$ cat src/falru_pkg.sv
// Shared constants and types for the fully associative LRU cache directory.
package falru_pkg;

    localparam int ENTRIES = 1024;
    localparam int SLOT_W  = $clog2(ENTRIES);
    localparam int CNT_W   = SLOT_W + 1;
    localparam int ADDR_W  = 32;
    localparam int STAMP_W = 40;
    localparam int MEM_W   = ADDR_W + STAMP_W;
    localparam int CAP_W   = 11;
    localparam logic [CAP_W-1:0] CAP_RESET = CAP_W'(1024);
    localparam int QDEPTH  = 2;
    localparam int QPTR_W  = $clog2(QDEPTH);
    localparam int QCNT_W  = $clog2(QDEPTH + 1);
    localparam logic [31:0] MISS_MAX = 32'hFFFF_FFFF;

    // Head of the request queue as seen by the lookup engine
    typedef struct packed {
        logic              valid;
        logic [ADDR_W-1:0] addr;
    } t_req;

endpackage

$ cat src/falru_queue.sv
// Front end: request queue that accepts block addresses and feeds the engine.
module falru_queue (
    input  logic                        i_clk,
    input  logic                        i_rst_n,
    input  logic                        i_valid,
    output logic                        o_stall,
    input  logic [falru_pkg::ADDR_W-1:0] i_block_address,
    output falru_pkg::t_req             o_req,
    input  logic                        i_pop
);

    logic [falru_pkg::ADDR_W-1:0] r_q [falru_pkg::QDEPTH];
    logic [falru_pkg::QPTR_W-1:0] r_wp, r_rp;
    logic [falru_pkg::QCNT_W-1:0] r_cnt;
    logic push, pop;

    assign o_stall = (r_cnt == falru_pkg::QCNT_W'(falru_pkg::QDEPTH));
    assign push    = i_valid && !o_stall;
    assign pop     = i_pop && (r_cnt != '0);

    assign o_req.valid = (r_cnt != '0);
    assign o_req.addr  = r_q[r_rp];

    // Store an incoming transfer
    always_ff @(posedge i_clk) begin
        if (push) begin
            r_q[r_wp] <= i_block_address;
        end
    end

    // Advance pointers and occupancy
    always_ff @(posedge i_clk) begin
        if (!i_rst_n) begin
            r_wp  <= '0;
            r_rp  <= '0;
            r_cnt <= '0;
        end else begin
            if (push) begin
                r_wp <= (r_wp == falru_pkg::QPTR_W'(falru_pkg::QDEPTH - 1)) ? '0 : r_wp + 1'b1;
            end
            if (pop) begin
                r_rp <= (r_rp == falru_pkg::QPTR_W'(falru_pkg::QDEPTH - 1)) ? '0 : r_rp + 1'b1;
            end
            r_cnt <= r_cnt + falru_pkg::QCNT_W'(push) - falru_pkg::QCNT_W'(pop);
        end
    end

endmodule

$ cat config.mk
export PLATFORM = sky130hd
export DESIGN_NAME = falru_queue
export DESIGN_NICKNAME = d
export VERILOG_FILES = /design/src/falru_pkg.sv /design/src/falru_queue.sv
export SDC_FILE = /design/constraint.sdc
export NUM_CORES = 1
export LEC_CHECK = 0
export BUFFER_PORTS_ARGS = -buffer_cell sky130_fd_sc_hd__buf_2
export CORE_MARGIN = 5
export CORE_UTILIZATION = 56
export DETAILED_ROUTE_END_ITERATION = 7
export PLACE_DENSITY = 0.84
export SLEW_MARGIN = 20
export SYNTH_ARGS = -nofsm -noshare
export SYNTH_HDL_FRONTEND = slang
export SYNTH_SLANG_ARGS = --single-unit
$ cat constraint.sdc
create_clock -name i_clk -period 6.6 [get_ports i_clk]
set_input_delay 1.32 -clock i_clk [delete_from_list [all_inputs] [get_ports i_clk]]
set_output_delay 1.32 -clock i_clk [all_outputs]
set_load 0.01 [all_outputs]
==> impl_metrics.yaml, run 1 <==
outcome:
  status: "completed"
worst_setup_path:
  worst-endpoint-required_ns: 5.28
  worst_path_largest_cell_delay_ns: 1.01
  rr_endpoint: "r_q[0][4]"
  ff2ff_setup_slack_ns: 4.78
  worstPathArrival_ns: 1.91
  r2r-start: "r_cnt[0]"
  crit_end: "o_req[20]"
  end_kind: "output pin"
  cp_max_fo: 32
  critPathLaunchType: "flop"
  criticalPathCategory: "flop to output pin"
  rr_worst_depth: 3
  cp_cell_sequence: "mux2_2 -> buf_2"
  cpMaxStageDelayCell: "dfxtp_2"
cts:
  cts_resized: 0
  clk_pin_slew_worst_paths_ns: 0.07
  tritoncts: "yes"
  cts_max_path_buffers: 2
  numCtsBuffers: 9
  cts_root_buffer: "clkbuf_8"
  cts_hold_buf: 0
  cts_setup_buffers: 0
  cts_sinks: 69
  clkLatencyLatePin_ns: 0.33
  h-tree-depth: 3
route:
  wl_per_cell_um: 16.3
  avgViaCountPerCell: 5.03
  drtPass1Iterations: 4
  route.detailed.drc: 0
  via_count: 1322
  first_iter_violations: 104
  routed_wl_um: 4300
  detail-route-antenna-nets: 0
timing:
  period_share: 0.490
  clock.fmax_mhz: 309
  hold_viol: 0
  hold_ws_ns: 0.523
  slew_viol_final: 0
  setup_violations: 0
  rsz0062_at_grt: "no"
  setup_tns_ns: 0
  worst_pin_slew_ns: 1.03
  maxSlewHeadroom: 0.311
  finClkSkew_ns: 0.00688
  period_minus_slack_ns: 3.23
die:
  start_util: 0.576
  core_mm2: 0.00469
  die_w_um: 79.5
  floorplan.die_area_mm2: 0.00632
  placementRows: 25
  die_h_um: 79.5
  num_io_pins: 70
finish:
  final_core_util: 0.691
  design_area_mm2: 0.00324
  area_growth_pct: 20.0
  num_antenna_cells: 0
  fin_nets: 242
  drive_above_1_share: 0.565
  nFillCells: 322
synth:
  avgSynthCellArea_um2: 21.3
  seq_area_frac_synth: 0.748
  syn_nets: 165
  syn_inst: 127
  synth_cell_type_count: 19
  synth_area_mm2: 0.00270
  synth-seq-cells: 69
  synth_warnings: 0
placed_design:
  gp_congestion: 0.694
  hpwl_um: 2960
  io_buffers: 69
  place_area_mm2: 0.00306
power_and_ir_drop:
  pwr-share-seq: 0.492
  swShare: 0.271
  power.internal_uw: 930
  p_comb_frac: 0.268
  powerDensity_mw_per_mm2: 394
  power_frac_clock: 0.240
  power.leakage_nw: 1.32
  vdd_drop_max_uv: 267
  switchingPower_uw: 346
global_route:
  grt_usage: 0.151
  grt_max_degree: 33
  antenna_found_initial: 0
  grt_overflow: 0
  grt_pass1_wl_um: 6910
  grt_pass1_vias: 1460
run:
  maxCapViolCount: 0
worst_hold_path:
  hp-class: "flop to flop"
==> synthesized netlist by cell type, drive strengths merged <==
cell	instances	area [um^2]
edfxtp	64	1920
mux2	32	473
dfxtp	5	100
buf	4	71.3
nor2	4	15.0
inv	3	11.3
and2	2	12.5
ha	2	25.0
nand2	2	7.51
nand2b	2	12.5
and3	1	6.26
mux2i	1	10.0
nor3	1	5.00
o21a	1	7.51
or2	1	6.26
xnor2	1	8.76
xor2	1	8.76
==> worst max-delay path: cells and delay by family (launching register included) <==
family	cells	cell delay, ns
DFF	1	1.01
muxes	1	0.42
buffers and inverters	1	0.14
==> sequential cells by signal (all words and copies together) (netlist names), named ones only <==
signal  flops
r_wp        1
r_cnt       2
r_q        64
r_rp        1
==> power by group through the flow <==
stage          logic, mW  clock network [mW]  registers [mW]
2_1_floorplan      0.298                   0           0.593
3_3_place_gp       0.338                   0           0.632
5_1_grt            0.370               0.336           0.640
4_1_cts            0.350               0.313           0.631
3_5_place_dp       0.349                   0           0.640
6_report           0.342               0.306           0.628
==> metal layers <==
metal,routed length (um),track usage,vias to the layer above
li1,-,-,637
met5,0,0,-
met1,1710,0.165,632
met3,346,0.0632,4
met2,2210,0.254,49
met4,37,0.0722,0
==> per-stage QoR <==
stage | std cells | setup slack [ns] | power [mW]
2_1_floorplan | 127 | 3.41 | 0.891
3_3_place_gp | 247 | 3.73 | 0.970
3_5_place_dp | 247 | 3.68 | 0.988
4_1_cts | 263 | 3.31 | 1.29
5_1_grt | 263 | 3.25 | 1.35
6_report | 263 | 3.37 | 1.28
==> final cells by class <==
cell class / count / area [um^2] / area share
sequential: 69 / 2020 / 0.624
clock buffer: 15 / 176 / 0.0544
multi-input combinational: 51 / 606 / 0.187
inverter: 3 / 11.3 / 0.00347
tap: 54 / 67.6 / 0.0208
clock inverter: 1 / 5.00 / 0.00154
timing repair buffer: 70 / 353 / 0.109
==> logic make-up after synthesis <==
kind of cell,share of synthesized area
AO/OA/AOI/OAI,0.00278
XOR/XNOR,0.00648
adder cells (fa/ha/maj),0.00926
buffers and inverters,0.0306
flip-flops,0.748
multiplexers,0.179
AND/OR/NAND/NOR,0.0241
==> worst min-delay path by stage <==
stage,startpoint,endpoint,slack [ns],cells past startpoint
finish,r_rp,r_rp,0.52,2
global route,r_rp,flop,0.56,2
CTS,r_rp,r_rp,0.53,2
detailed placement,r_rp,flop,0.51,2
global placement,r_rp,r_rp,0.49,2
floorplan,r_wp,r_wp,0.45,2
==> cell usage in the layout (no fill, tap or decap) <==
| master | instances |
|---|---|
| o21a_1 | 1 |
| nor2_1 | 3 |
| dfxtp_2 | 1 |
| nand2b_1 | 2 |
| edfxtp_1 | 64 |
| ha_1 | 2 |
| and2_1 | 2 |
| inv_1 | 3 |
| clkbuf_8 | 12 |
| nor2_4 | 1 |
| mux2_2 | 2 |
| nor3_1 | 1 |
| and3_1 | 1 |
| xor2_1 | 1 |
| mux2i_1 | 1 |
| dfxtp_1 | 4 |
| clkinv_2 | 1 |
| mux2_4 | 30 |
| xnor2_1 | 1 |
| nand2_1 | 2 |
| buf_4 | 1 |
| or2_2 | 1 |
| clkbuf_1 | 3 |
| buf_2 | 69 |
Note: power is estimated with default switching activity, not from simulation.
==> run 2: changes to the inputs <==
--- a/config.mk
+++ b/config.mk
@@ -7,9 +7,9 @@
 export LEC_CHECK = 0
 export BUFFER_PORTS_ARGS = -buffer_cell sky130_fd_sc_hd__buf_2
 export CORE_MARGIN = 5
-export CORE_UTILIZATION = 56
+export CORE_UTILIZATION = 52
 export DETAILED_ROUTE_END_ITERATION = 7
-export PLACE_DENSITY = 0.84
+export PLACE_DENSITY = 0.79
 export SLEW_MARGIN = 20
 export SYNTH_ARGS = -nofsm -noshare
 export SYNTH_HDL_FRONTEND = slang
==> constraint.sdc (replaced) <==
create_clock -name i_clk -period 3 [get_ports i_clk]
set_input_delay 0.6 -clock i_clk [delete_from_list [all_inputs] [get_ports i_clk]]
set_output_delay 0.6 -clock i_clk [all_outputs]
set_load 0.01 [all_outputs]
==> run 2 against run 1 <==
Compared with the run above: final cell count is 6.8% higher; global-route usage is 1.3 points lower; power increased by 110%; wire length fell by 0.53%; sequential power increased by 110%; largest cell class unchanged.
==> impl_metrics.yaml, run 2 (synthesis results as in run 1) <==
finish:
  final_core_util: 0.641
  reg_top3: "r_q (64), r_cnt (2)"
  largest_register: "r_q"
  drive_above_1_share: 0.564
  largest_register_ffs: 64
  num_antenna_cells: 0
  fin_nets: 245
  final_common_cell: "buf_2"
  final_cell_mix: "buf_2 (69), edfxtp_1 (64), mux2_4 (30), clkbuf_8 (9)"
  area_growth_pct: 20.3
worst_setup_path:
  critPathLaunchType: "flop"
  ff2ff_setup_slack_ns: 1.32
  cp_max_fo: 13
  worst_path_largest_cell_delay_ns: 0.54
  rr_endpoint: "r_cnt[1]"
  r2r-start: "r_cnt[0]"
  rr_worst_depth: 8
  worstPathArrival_ns: 1.66
  criticalPathCategory: "flop to output pin"
  cpMaxStageDelayCell: "dfxtp_2"
  worst-endpoint-required_ns: 2.40
  end_kind: "output pin"
  cp_cell_sequence: "buf_4 -> mux2_4 -> buf_2"
worst_hold_path:
  hp-start: "i_block_address[27]"
  hp-class: "primary input to flop"
  holdPathStages: 1
  min_to: "r_q[1][27]"
timing:
  clock.fmax_mhz: 443
  finClkSkew_ns: 0.00500
  slew_viol_final: 0
  worst_pin_slew_ns: 0.441
  hold_viol: 0
  maxSlewHeadroom: 0.706
  period_share: 0.752
  rsz0062_at_grt: "no"
  setup_violations: 0
  period_minus_slack_ns: 2.26
  setup_tns_ns: 0
cts:
  h-tree-depth: 3
  clk_pin_slew_worst_paths_ns: 0.07
  numCtsBuffers: 9
  tritoncts: "yes"
  cts_max_path_buffers: 2
  cts_root_buffer: "clkbuf_8"
  cts_setup_buffers: 0
  clkLatencyLatePin_ns: 0.33
  cts_hold_buf: 0
  cts_resized: 0
  cts_sinks: 69
global_route:
  grt_pass1_wl_um: 6580
  grt_max_degree: 33
  grt_overflow: 0
  antenna_found_initial: 0
  grt_usage: 0.138
  grt_pass1_vias: 1389
die:
  core_mm2: 0.00507
  die_w_um: 82.1
  placementRows: 26
  num_io_pins: 70
  start_util: 0.533
  floorplan.die_area_mm2: 0.00674
  die_h_um: 82.1
outcome:
  status: "completed"
placed_design:
  hpwl_um: 2990
  io_buffers: 69
  gp_congestion: 0.699
run:
  maxCapViolCount: 0
route:
  drtPass1Iterations: 3
  via_count: 1319
  route.detailed.drc: 0
  detail-route-antenna-nets: 0
  routed_wl_um: 4280
  avgViaCountPerCell: 4.69
  first_iter_violations: 70
  wl_per_cell_um: 15.2
power_and_ir_drop:
  vdd_drop_max_uv: 533
  powerDensity_mw_per_mm2: 840
  power.leakage_nw: 1.32
## run 2: routing by layer
layer  GRT usage  wire (um)  share of wire
met5           0          0              0
met4      0.0748         70          0.016
met3      0.0510        320          0.075
met2       0.237       2230           0.52
met1       0.148       1650           0.39
## run 2: worst max path at each step
stage,end,slack (ns),cells after the start
6_report,o_req[17],0.74,3
4_1_cts,o_req[31],0.70,3
5_1_grt,o_req[17],0.64,3
3_5_place_dp,o_req[31],1.06,3
3_3_place_gp,o_req[31],1.07,3
2_1_floorplan,r_q[0][0],0.53,2
## run 2: per-stage QoR
| step | instances | hold WS (ns) | instance area [um^2] | setup slack (ns) | power, mW |
|---|---|---|---|---|---|
| floorplan | 127 | 0.455 | 2700 | 0.530 | 1.96 |
| global placement | 266 | 0.496 | 3100 | 1.07 | 2.16 |
| detailed placement | 266 | 0.510 | 3100 | 1.06 | 2.18 |
| CTS | 281 | 0.446 | 3250 | 0.702 | 2.77 |
| global route | 281 | 0.437 | 3250 | 0.644 | 2.89 |
| finish | 281 | 0.457 | 3250 | 0.743 | 2.73 |
## run 2: final cells by class
type	count	area, um^2
Clock buffer	12	135
Clock inverter	3	13.8
Fill cell	397	1820
Inverter	3	11.3
Multi-Input combinational cell	51	606
Sequential cell	69	2020
Tap cell	70	87.6
Timing Repair Buffer	73	375
## run 2: report_power, final
| group | switching (mW) | internal [mW] | leakage (nW) | total [mW] |
|---|---|---|---|---|
| registers | 0.0771 | 1.25 | 0.639 | 1.32 |
| logic | 0.379 | 0.440 | 0.606 | 0.818 |
| clock network | 0.300 | 0.290 | 0.0776 | 0.591 |
## run 2: worst max-delay path: cells and delay by family (launching register included)
kind | cells | cell delay, ns
buffers and inverters | 2 | 0.47
DFF | 1 | 0.54
muxes | 1 | 0.33
